**src/rtl/ltfd_pkg.sv**
```systemverilog
// ----------------------------------------------------------------------------
// ltfd_pkg
// Types and constants shared by the length/type frame deframer modules.
// ----------------------------------------------------------------------------
package ltfd_pkg;

   // Header layout: 4 length bytes, then 2 type bytes
   localparam int unsigned LEN_BYTES    = 4;
   localparam int unsigned HEADER_BYTES = 4 + 2;
   localparam logic [31:0] MIN_LEN      = 32'd2;

   // Result kinds
   localparam logic [1:0] KIND_HEADER = 2'd0;
   localparam logic [1:0] KIND_BODY   = 2'd1;
   localparam logic [1:0] KIND_ERROR  = 2'd2;

   typedef struct packed {
      logic [7:0] data_byte;
      logic       chunk_end;
   } req_item_type;

   typedef struct packed {
      logic [1:0]  result_kind;
      logic [15:0] msg_type;
      logic [31:0] body_length;
      logic [7:0]  body_byte;
      logic        frame_last;
   } rsp_item_type;

endpackage

```
**src/rtl/ltfd_parse.sv**
```systemverilog
// ----------------------------------------------------------------------------
// ltfd_parse
// Frame parser: holds the header, body and drop state and turns one input
// beat into at most one result beat.
// ----------------------------------------------------------------------------
module ltfd_parse (
   input  logic                  clock,
   input  logic                  reset,
   input  logic                  step,
   input  ltfd_pkg::req_item_type item,
   output logic                  res_valid,
   output ltfd_pkg::rsp_item_type res
);
   import ltfd_pkg::*;

   logic [2:0]  header_count_ff, header_count_in;
   logic [31:0] length_word_ff, length_word_in;
   logic [15:0] type_word_ff, type_word_in;
   logic [31:0] body_remaining_ff, body_remaining_in;
   logic        in_body_ff, in_body_in;
   logic        dropping_ff, dropping_in;

   logic [31:0] remaining_dec;
   logic [31:0] body_len;
   logic [2:0]  count_inc;

   assign remaining_dec = body_remaining_ff - 32'd1;
   assign body_len      = length_word_ff - MIN_LEN;
   assign count_inc     = header_count_ff + 3'd1;

   // Work out the next state and the result for the current beat
   always_comb begin
      header_count_in   = header_count_ff;
      length_word_in    = length_word_ff;
      type_word_in      = type_word_ff;
      body_remaining_in = body_remaining_ff;
      in_body_in        = in_body_ff;
      dropping_in       = dropping_ff;
      res_valid         = 1'b0;
      res               = '0;

      if (dropping_ff) begin
         // Discard bytes up to and including the chunk end
         if (item.chunk_end) begin
            dropping_in = 1'b0;
         end
      end else if (in_body_ff) begin
         // Pass a body byte and mark the last one
         body_remaining_in = remaining_dec;
         res_valid         = 1'b1;
         res.result_kind   = KIND_BODY;
         res.body_byte     = item.data_byte;
         res.frame_last    = (remaining_dec == 32'd0);
         if (remaining_dec == 32'd0) begin
            in_body_in = 1'b0;
         end
      end else if (header_count_ff < 3'(LEN_BYTES)) begin
         // Shift in a length byte
         length_word_in  = {length_word_ff[23:0], item.data_byte};
         header_count_in = count_inc;
      end else begin
         // Shift in a type byte; the last header byte closes the header
         type_word_in    = {type_word_ff[7:0], item.data_byte};
         header_count_in = count_inc;
         if (count_inc == 3'(HEADER_BYTES)) begin
            header_count_in = 3'd0;
            res_valid       = 1'b1;
            if (length_word_ff < MIN_LEN) begin
               dropping_in     = !item.chunk_end;
               res.result_kind = KIND_ERROR;
            end else begin
               body_remaining_in = body_len;
               in_body_in        = (body_len != 32'd0);
               res.result_kind   = KIND_HEADER;
               res.msg_type      = {type_word_ff[7:0], item.data_byte};
               res.body_length   = body_len;
               res.frame_last    = (body_len == 32'd0);
            end
         end
      end
   end

   // Advance state on each processed beat
   always_ff @(posedge clock) begin
      if (reset) begin
         header_count_ff   <= 3'd0;
         length_word_ff    <= 32'd0;
         type_word_ff      <= 16'd0;
         body_remaining_ff <= 32'd0;
         in_body_ff        <= 1'b0;
         dropping_ff       <= 1'b0;
      end else if (step) begin
         header_count_ff   <= header_count_in;
         length_word_ff    <= length_word_in;
         type_word_ff      <= type_word_in;
         body_remaining_ff <= body_remaining_in;
         in_body_ff        <= in_body_in;
         dropping_ff       <= dropping_in;
      end
   end

endmodule

```
**src/rtl/ltfd_out.sv**
```systemverilog
// ----------------------------------------------------------------------------
// ltfd_out
// Result register: holds one result beat until the receiver takes it.
// ----------------------------------------------------------------------------
module ltfd_out (
   input  logic                   clock,
   input  logic                   reset,
   input  logic                   load,
   input  ltfd_pkg::rsp_item_type res,
   output logic                   ready,
   output logic                   rsp_valid,
   input  logic                   rsp_stall,
   output ltfd_pkg::rsp_item_type rsp_item
);
   import ltfd_pkg::*;

   logic         valid_ff, valid_in;
   rsp_item_type item_ff;

   // Free when empty or when the held beat leaves this cycle
   assign ready = !valid_ff || !rsp_stall;

   always_comb begin
      valid_in = valid_ff;
      if (ready) begin
         valid_in = load;
      end
   end

   always_ff @(posedge clock) begin
      if (reset) begin
         valid_ff <= 1'b0;
      end else begin
         valid_ff <= valid_in;
      end
   end

   // Capture a new result beat
   always_ff @(posedge clock) begin
      if (ready && load) begin
         item_ff <= res;
      end
   end

   assign rsp_valid = valid_ff;
   assign rsp_item  = item_ff;

endmodule

```
**src/rtl/length_type_frame_deframer.sv**
```systemverilog
// ----------------------------------------------------------------------------
// length_type_frame_deframer
// Splits a byte stream into frames of 4-byte length, 2-byte type and body,
// reporting headers, body bytes and invalid-length errors.
// ----------------------------------------------------------------------------
//  channel | direction | handshake            | payload
//  req     | in        | req_valid/req_stall  | data_byte, chunk_end
//  rsp     | out       | rsp_valid/rsp_stall  | result_kind, msg_type,
//          |           |                      | body_length, body_byte,
//          |           |                      | frame_last
//
//  One byte beat per cycle while rsp is not stalled; a result is offered on
//  rsp once its byte has passed the input register, then the result register.
//  Reset clears the parse state and both valid registers.
//  A stalled result holds the input register, which then stalls req.
// ----------------------------------------------------------------------------
module length_type_frame_deframer (
   input  logic                   clock,
   input  logic                   reset,
   input  logic                   req_valid,
   output logic                   req_stall,
   input  ltfd_pkg::req_item_type req_item,
   output logic                   rsp_valid,
   input  logic                   rsp_stall,
   output ltfd_pkg::rsp_item_type rsp_item
);
   import ltfd_pkg::*;

   logic         in_valid_ff, in_valid_in;
   req_item_type in_item_ff;
   logic         out_ready;
   logic         advance;
   logic         take;
   logic         res_valid;
   rsp_item_type res;

   // Process the held byte whenever the result register is free
   assign advance   = in_valid_ff && out_ready;
   assign req_stall = in_valid_ff && !out_ready;
   assign take      = req_valid && !req_stall;

   always_comb begin
      in_valid_in = in_valid_ff;
      if (take) begin
         in_valid_in = 1'b1;
      end else if (advance) begin
         in_valid_in = 1'b0;
      end
   end

   always_ff @(posedge clock) begin
      if (reset) begin
         in_valid_ff <= 1'b0;
      end else begin
         in_valid_ff <= in_valid_in;
      end
   end

   // Hold the incoming beat
   always_ff @(posedge clock) begin
      if (take) begin
         in_item_ff <= req_item;
      end
   end

   ltfd_parse u_parse (
      .clock     (clock),
      .reset     (reset),
      .step      (advance),
      .item      (in_item_ff),
      .res_valid (res_valid),
      .res       (res)
   );

   ltfd_out u_out (
      .clock     (clock),
      .reset     (reset),
      .load      (advance && res_valid),
      .res       (res),
      .ready     (out_ready),
      .rsp_valid (rsp_valid),
      .rsp_stall (rsp_stall),
      .rsp_item  (rsp_item)
   );

endmodule
```
**config.mk**
```make
export PLATFORM = sky130hd
export DESIGN_NAME = length_type_frame_deframer
export DESIGN_NICKNAME = d
export VERILOG_FILES = /design/src/rtl/ltfd_pkg.sv /design/src/rtl/ltfd_parse.sv /design/src/rtl/ltfd_out.sv /design/src/rtl/length_type_frame_deframer.sv
export SDC_FILE = /design/constraint.sdc
export NUM_CORES = 1
export LEC_CHECK = 0
export BUFFER_PORTS_ARGS = -buffer_cell sky130_fd_sc_hd__buf_2
export CAP_MARGIN = 25
export CORE_ASPECT_RATIO = 1.1
export CORE_MARGIN = 5
export CORE_UTILIZATION = 52
export CTS_BUF_LIST = sky130_fd_sc_hd__clkbuf_2 sky130_fd_sc_hd__clkbuf_4 sky130_fd_sc_hd__clkbuf_8
export CTS_CLUSTER_SIZE = 28
export DETAILED_ROUTE_END_ITERATION = 10
export GPL_TIMING_DRIVEN = 0
export PLACE_DENSITY = 0.81
export SYNTH_ARGS = -nofsm -noshare
export SYNTH_HDL_FRONTEND = slang
export SYNTH_SLANG_ARGS = --single-unit
```
**constraint.sdc**
```tcl
create_clock -name clock -period 5.04 [get_ports clock]
set_input_delay 1.008 -clock clock [delete_from_list [all_inputs] [get_ports clock]]
set_output_delay 1.008 -clock clock [all_outputs]
set_load 0.005 [all_outputs]
```
==> flow_metrics.py, run 1 <==
metrics = {
    "status": {
        "status": "complete, no violations",
    },
    "synth": {
        "synth_cell_types": 64,
        "avgSynthCellArea_um2": 8.83,
        "ys.warnings.count": 0,
        "syn-num-nets": 862,
        "synth_edf_count": 68,
        "ys_ff_latch": 147,
        "syn_area_um2": 7450,
        "yosys_most_used_dff": "dfxtp_1",
        "async_reset_ff_share_pct": 0,
        "seq_area_frac_synth_pct": 48.6,
        "syn_inst": 844,
    },
    "sta": {
        "rsz0062_at_grt": "no",
        "hold_viol": 0,
        "slew_headroom_pct": 31.8,
        "setup_ws_ns": 1.13,
        "tightest_slew_ns": 1.02,
        "holdWs_ns": 0.473,
        "slew_violations": 0,
        "finClkSkew_ns": 0.0101,
        "final.period_utilization_pct": 77.6,
        "setup_viol": 0,
        "fmax_mhz": 256,
        "layout_min_cycle_time_ns": 3.91,
    },
    "cts": {
        "cts_sinks": 147,
        "ctsHoldBuffers": 0,
        "clkSlewWorstSetupHoldPaths_ns": 0.09,
        "cts_made_buffers": 17,
        "htree_levels": 4,
        "post-cts-setup-buffers": 0,
        "clockRootBuffer": "clkbuf_8",
        "clock_latency_ns": 0.47,
        "clockBufferDepth": 2,
        "cts_tree": "done",
        "cts_resized": 0,
    },
    "power": {
        "p_leak_uw": 0.00343,
        "ir_drop_mv": 0.242,
        "powerDensity_nw_per_um2": 295,
        "power_uw": 2510,
    },
    "placement": {
        "dp_cells": 1106,
        "dp_hpwl_um": 15400,
        "dpl_worst_slack_ns": 1.15,
        "gp_congestion": 0.976,
        "portBuffers": 73,
    },
    "cells_and_area": {
        "num-nets-final": 957,
        "area.growth.synth_to_final_pct": 13.9,
        "insertedDiodeCount": 0,
        "layout.cells.non_filler": 1140,
        "drive_above_1_share_pct": 14.8,
    },
    "setup_path": {
        "worstPathMaxFanout": 10,
        "max_stage_delay_ns": 0.87,
        "reg2regPathDepth": 11,
        "critPathLaunchType": "register",
        "cpLargestDelayFamily": "simple AND/OR/NAND/NOR gates",
        "rr_endpoint": "u_parse.in_body_ff",
        "cp_cell_sequence": "inv_1 -> ha_1 -> clkbuf_1 -> nor3b_1 -> nand4_1 -> clkbuf_1 -> nor3_1 -> xnor2_1 -> nand4_1 -> o41ai_1 -> a21oi_1",
        "crit_slowest_cell": "nor3b_1",
        "crit_buf_inv": 3,
        "crit_type": "reg2reg",
        "reg2reg_setup_slack_ns": 1.13,
        "critPathRequiredTime_ns": 5.37,
        "setup.worst_path.start": "u_parse.body_remaining_ff[0]",
        "r2r_start": "u_parse.body_remaining_ff[0]",
        "end_kind": "register",
        "cp.arrival_ns": 4.24,
    },
    "worst_hold_path": {
        "hold_path_class": "reg2reg",
        "hold_depth": 1,
        "worstHoldStart": "in_item_ff[0]",
        "min_to": "u_parse.dropping_ff",
    },
    "routing": {
        "wl_per_cell_um": 18.8,
        "vias": 6907,
        "avgViaCountPerCell": 6.06,
        "drtPass1Iterations": 6,
        "totalWireLength_um": 21400,
        "ant_nets": 0,
        "drt_iter0_markers": 706,
        "drc": 0,
    },
    "global_routing": {
        "antenna_found_initial": 0,
        "grt_pass1_vias": 6250,
        "grt_max_degree": 69,
        "grt_first_pass_wirelength_um": 33500,
        "grt_usage_pct": 26.0,
        "overflow": 0,
    },
    "floorplan": {
        "num_rows": 45,
        "die_h_um": 136,
        "die-area_um2": 16800,
        "die_x_um": 124,
        "coreArea_um2": 13900,
        "initial_utilization_pct": 53.6,
        "pin_count": 74,
    },
    "job": {
        "cap_violations": 0,
    },
}
-- report_power, final --
group	internal [uW]	switching, uW	total, uW
sequential	1250	10.4	1260
combinational	86.7	201	287
clock	464	498	961
total	1800	709	2510
-- per-stage QoR --
| step | setup TNS, ns | instance area, um2 | util (%) |
|---|---|---|---|
| 2_1_floorplan | 0 | 7450 | - |
| 3_3_place_gp | -15.53 | 8050 | 57.9 |
| 3_5_place_dp | 0 | 8060 | 58.0 |
| 4_1_cts | 0 | 8480 | 60.9 |
| 5_1_grt | 0 | 8490 | 61.0 |
| 6_report | 0 | 8490 | 61.0 |
-- cells in the final DEF, fill, tap and decap left out, types with 6 or more instances in the layout --
master    count
xor2_1        9
o21ai_0      22
nor4_1       31
nor3_1       38
nand4_1      21
xnor2_1      24
nand3_1      23
and2_1       11
and3_1       21
clkbuf_1     53
or4_1         8
buf_2        77
a221oi_1      8
dfxtp_1      79
or3_1        11
clkbuf_8     17
edfxtp_1     68
nand2_1     106
a21oi_1      64
inv_1        10
or2_2         6
nor2_1      119
mux2i_1      10
-- per-layer routing --
layer / vias to the layer above / routed length, um / part of all wire (%) / global-route usage, %
li1: 3254 / - / - / -
met5: - / 0 / 0 / 0
met3: 53 / 1690 / 7.9 / 5.51
met1: 3289 / 8860 / 41 / 34.4
met2: 311 / 10100 / 47 / 41.4
met4: 0 / 765 / 3.6 / 10.6
-- sequential cells by signal, summed over array words and instances (netlist names), 3 cells and up --
register	count
u_parse.type_word_ff	8
u_parse.body_remaining_ff	32
u_out.rsp_item	59
u_parse.header_count_ff	3
in_item_ff	9
u_parse.length_word_ff	32
-- final cells by class --
class | instances | area, um2
buffer | 65 | 279
clock buffer | 18 | 241
clock inverter | 14 | 171
fill | 1267 | 5420
inverter | 10 | 37.5
multi-input combinational | 622 | 3510
sequential | 147 | 3620
tap | 188 | 235
timing repair buffer | 76 | 383
-- synth_stat cells (4+ instances only) --
cell type | count | area, um2
nor4_1 | 31 | 194
dfxtp_1 | 79 | 1580
o31ai_1 | 4 | 30.0
or2_2 | 6 | 37.5
o221a_2 | 4 | 45.0
a2111oi_0 | 4 | 35.0
or4_1 | 8 | 60.1
nand3_1 | 23 | 115
o41ai_1 | 4 | 35.0
xor2_1 | 9 | 78.8
nor3_1 | 38 | 190
a221oi_1 | 8 | 70.1
o21ai_0 | 22 | 110
mux2i_1 | 10 | 100
a21oi_1 | 64 | 320
nor2_1 | 119 | 447
ha_1 | 5 | 62.6
nand2_1 | 106 | 398
inv_1 | 10 | 37.5
or3_1 | 11 | 68.8
and3_1 | 21 | 131
nor2b_1 | 4 | 25.0
and2_1 | 11 | 68.8
edfxtp_1 | 68 | 2040
xnor2_1 | 24 | 210
nand4_1 | 21 | 131
nand2b_1 | 5 | 31.3
nor3b_1 | 4 | 30.0
clkbuf_1 | 54 | 203
a211oi_1 | 5 | 37.5
a22oi_1 | 4 | 30.0
o21a_1 | 5 | 37.5
o211ai_1 | 4 | 30.0
-- worst max-delay path by stage --
stage | depth (start not counted) | end
2_1_floorplan | 6 | u_parse.body_remaining_ff[12]
3_3_place_gp | 7 | u_parse.body_remaining_ff[12]
3_5_place_dp | 9 | u_parse.body_remaining_ff[3]
4_1_cts | 11 | u_parse.in_body_ff
5_1_grt | 11 | u_parse.in_body_ff
6_report | 11 | u_parse.in_body_ff
-- worst register-to-register path: stages (launching register included) --
cell      delay (ns)
dfxtp_1         0.40
inv_1           0.09
ha_1            0.14
clkbuf_1        0.31
nor3b_1         0.88
nand4_1         0.27
clkbuf_1        0.29
nor3_1          0.62
xnor2_1         0.25
nand4_1         0.14
o41ai_1         0.33
a21oi_1         0.07
-- logic make-up (layout without fill, tap and decap cells) --
kind of cell,count (synthesis),after routing,synth area share [%]
AND/OR/NAND/NOR,425,425,28.1
AO/OA/AOI/OAI,147,147,12.7
flip-flops,147,147,48.6
buffers and inverters,75,183,4.20
XOR/XNOR,33,33,3.88
multiplexers,12,12,1.65
adder cells (fa/ha/maj),5,5,0.840
Note: power is estimated with default switching activity, not from simulation.
==> run 2: changes to the inputs <==
- PLACE_DENSITY: 0.81 -> 0.83
- clock period: 5.04 -> 3.2 ns (I/O delays scaled with it)
==> flow_metrics.py, run 2 (synthesis gave the netlist of run 1 again) <==
metrics = {
    "power": {
        "powerDensity_nw_per_um2": 463,
        "p_leak_uw": 0.00347,
        "ir_drop_mv": 0.297,
    },
    "sta": {
        "finClkSkew_ns": 0.0101,
        "fmax_mhz": 305,
        "slew_violations": 0,
        "setup_ws_ns": -0.0810,
        "layout_min_cycle_time_ns": 3.28,
        "tightest_slew_ns": 0.970,
        "final.period_utilization_pct": 103,
        "hold_viol": 0,
        "rsz0062_at_grt": "yes",
        "slew_headroom_pct": 35.1,
        "setup_viol": 2,
    },
    "routing": {
        "drc": 0,
        "routed-wl-met3_um": 2170,
        "m1WireLength_um": 8460,
        "vias": 7010,
        "ant_nets": 0,
        "drt_iter0_markers": 876,
        "top_layer": "met4",
        "drtPass1Iterations": 6,
        "dr_wl_met2_um": 10700,
        "wl_per_cell_um": 19.3,
        "totalWireLength_um": 22100,
        "avgViaCountPerCell": 6.14,
    },
    "global_routing": {
        "grt_max_degree": 69,
        "overflow": 0,
        "grt_pass1_vias": 6616,
        "grt_usage_pct": 26.6,
        "antenna_found_initial": 0,
        "grt_first_pass_wirelength_um": 34300,
    },
    "setup_path": {
        "crit_type": "reg2reg",
        "critPathRequiredTime_ns": 3.52,
        "critPathLaunchType": "register",
        "cp.arrival_ns": 3.60,
        "worstPathMaxFanout": 9,
        "end_kind": "register",
    },
    "placement": {
        "dp_cells": 1107,
        "dp_hpwl_um": 15500,
        "dpl_worst_slack_ns": -0.444,
        "gp_congestion": 0.981,
        "portBuffers": 73,
    },
    "floorplan": {
        "num_rows": 45,
        "die-area_um2": 16800,
        "initial_utilization_pct": 53.6,
        "die_x_um": 124,
        "die_h_um": 136,
        "pin_count": 74,
        "coreArea_um2": 13900,
    },
    "cells_and_area": {
        "layout_commonest_cell": "nor2_1",
        "largest_register_ffs": 59,
        "utilization_pct": 61.9,
        "layout.cells.non_filler": 1141,
        "final_cell_mix": "nor2_1, nand2_1, dfxtp_1",
        "area.growth.synth_to_final_pct": 15.5,
        "num-nets-final": 958,
        "drive_above_1_share_pct": 17.3,
        "insertedDiodeCount": 0,
    },
    "worst_hold_path": {
        "hold_path_class": "in2reg",
    },
    "cts": {
        "ctsHoldBuffers": 0,
        "cts_made_buffers": 17,
        "htree_levels": 4,
        "clock_latency_ns": 0.46,
        "cts_sinks": 147,
        "clockBufferDepth": 2,
        "cts_tree": "done",
        "clockRootBuffer": "clkbuf_8",
        "clkSlewWorstSetupHoldPaths_ns": 0.08,
    },
    "job": {
        "cap_violations": 0,
    },
    "status": {
        "status": "finished with violations",
        "violations": "negative setup slack",
    },
}
run 2: changes by cell type in the layout (fill, tap and decap cells not counted), moves of 2 or more:
cell and delta:
nor3_1 -2, clkbuf_2 +6, inv_8 -3, nor3b_1 -2, buf_4 +3, clkbuf_1 -7
clkinv_4 -2, clkinvlp_4 +2, nor4_2 +7, nor3_2 +2, nor4_1 -7
run 2: worst max-delay path, stage by stage (launching register included):
cell      delay, ns
dfxtp_1        0.31
clkbuf_1       0.23
or4_1          0.61
or4_1          0.63
o31a_1         0.38
nor4_2         0.29
nand4_1        0.13
and4bb_1       0.34
a32o_2         0.21
run 2: metrics by stage:
| stage | total power [uW] | hold WS [ns] | setup TNS, ns | cell area [um2] |
|---|---|---|---|---|
| after floorplan | 2320 | 0.423 | 0 | 7450 |
| after global placement | 2440 | 0.442 | -52.97 | 8050 |
| after detailed placement | 2450 | 0.447 | -2.46 | 8070 |
| after CTS | 3960 | 0.329 | 0 | 8540 |
| after global routing | 4100 | 0.319 | -0.204 | 8610 |
| final | 3980 | 0.346 | -0.129 | 8610 |
run 2: what timing repair did:
item | CTS | global route
setup buffers | 0 | 3
resized for setup | 15 | 15
pin swaps | 2 | 2
setup endpoints to repair | 45 | 44
run 2: final cells by class:
cell class | count | area (um2)
Clock buffer | 18 | 241
Fill cell | 1168 | 5300
Buffer | 64 | 284
Sequential cell | 147 | 3620
Clock inverter | 14 | 178
Multi-Input combinational cell | 622 | 3600
Tap cell | 188 | 235
Timing Repair Buffer | 78 | 400
Inverter | 10 | 37.5
run 2: worst paths after layout:
| path | start | to | slack [ns] | cells after the start |
|---|---|---|---|---|
| worst max-delay path | u_parse.length_word_ff[20] | u_out.rsp_item[0] | -0.08 | 8 |
| worst min-delay path | req_item[5] | in_item_ff[5] | 0.35 | 1 |
| worst max register to register | u_parse.length_word_ff[20] | u_out.rsp_item[0] | -0.08 | 8 |
| worst min register to register | in_item_ff[0] | u_parse.dropping_ff | 0.47 | 1 |
run 2: where the power goes:
group	total [uW]	internal, uW	switching, uW
registers	1980	1960	16.4
logic	461	143	318
clock network	1540	790	752
total	3980	2900	1090
run 2: metal layers:
| metal | global-route usage, % | vias to the layer above |
|---|---|---|
| met3 | 7.14 | 77 |
| met1 | 33.2 | 3281 |
| met2 | 42.4 | 399 |
| met4 | 13.1 | 0 |
| met5 | 0 | - |
| li1 | - | 3253 |
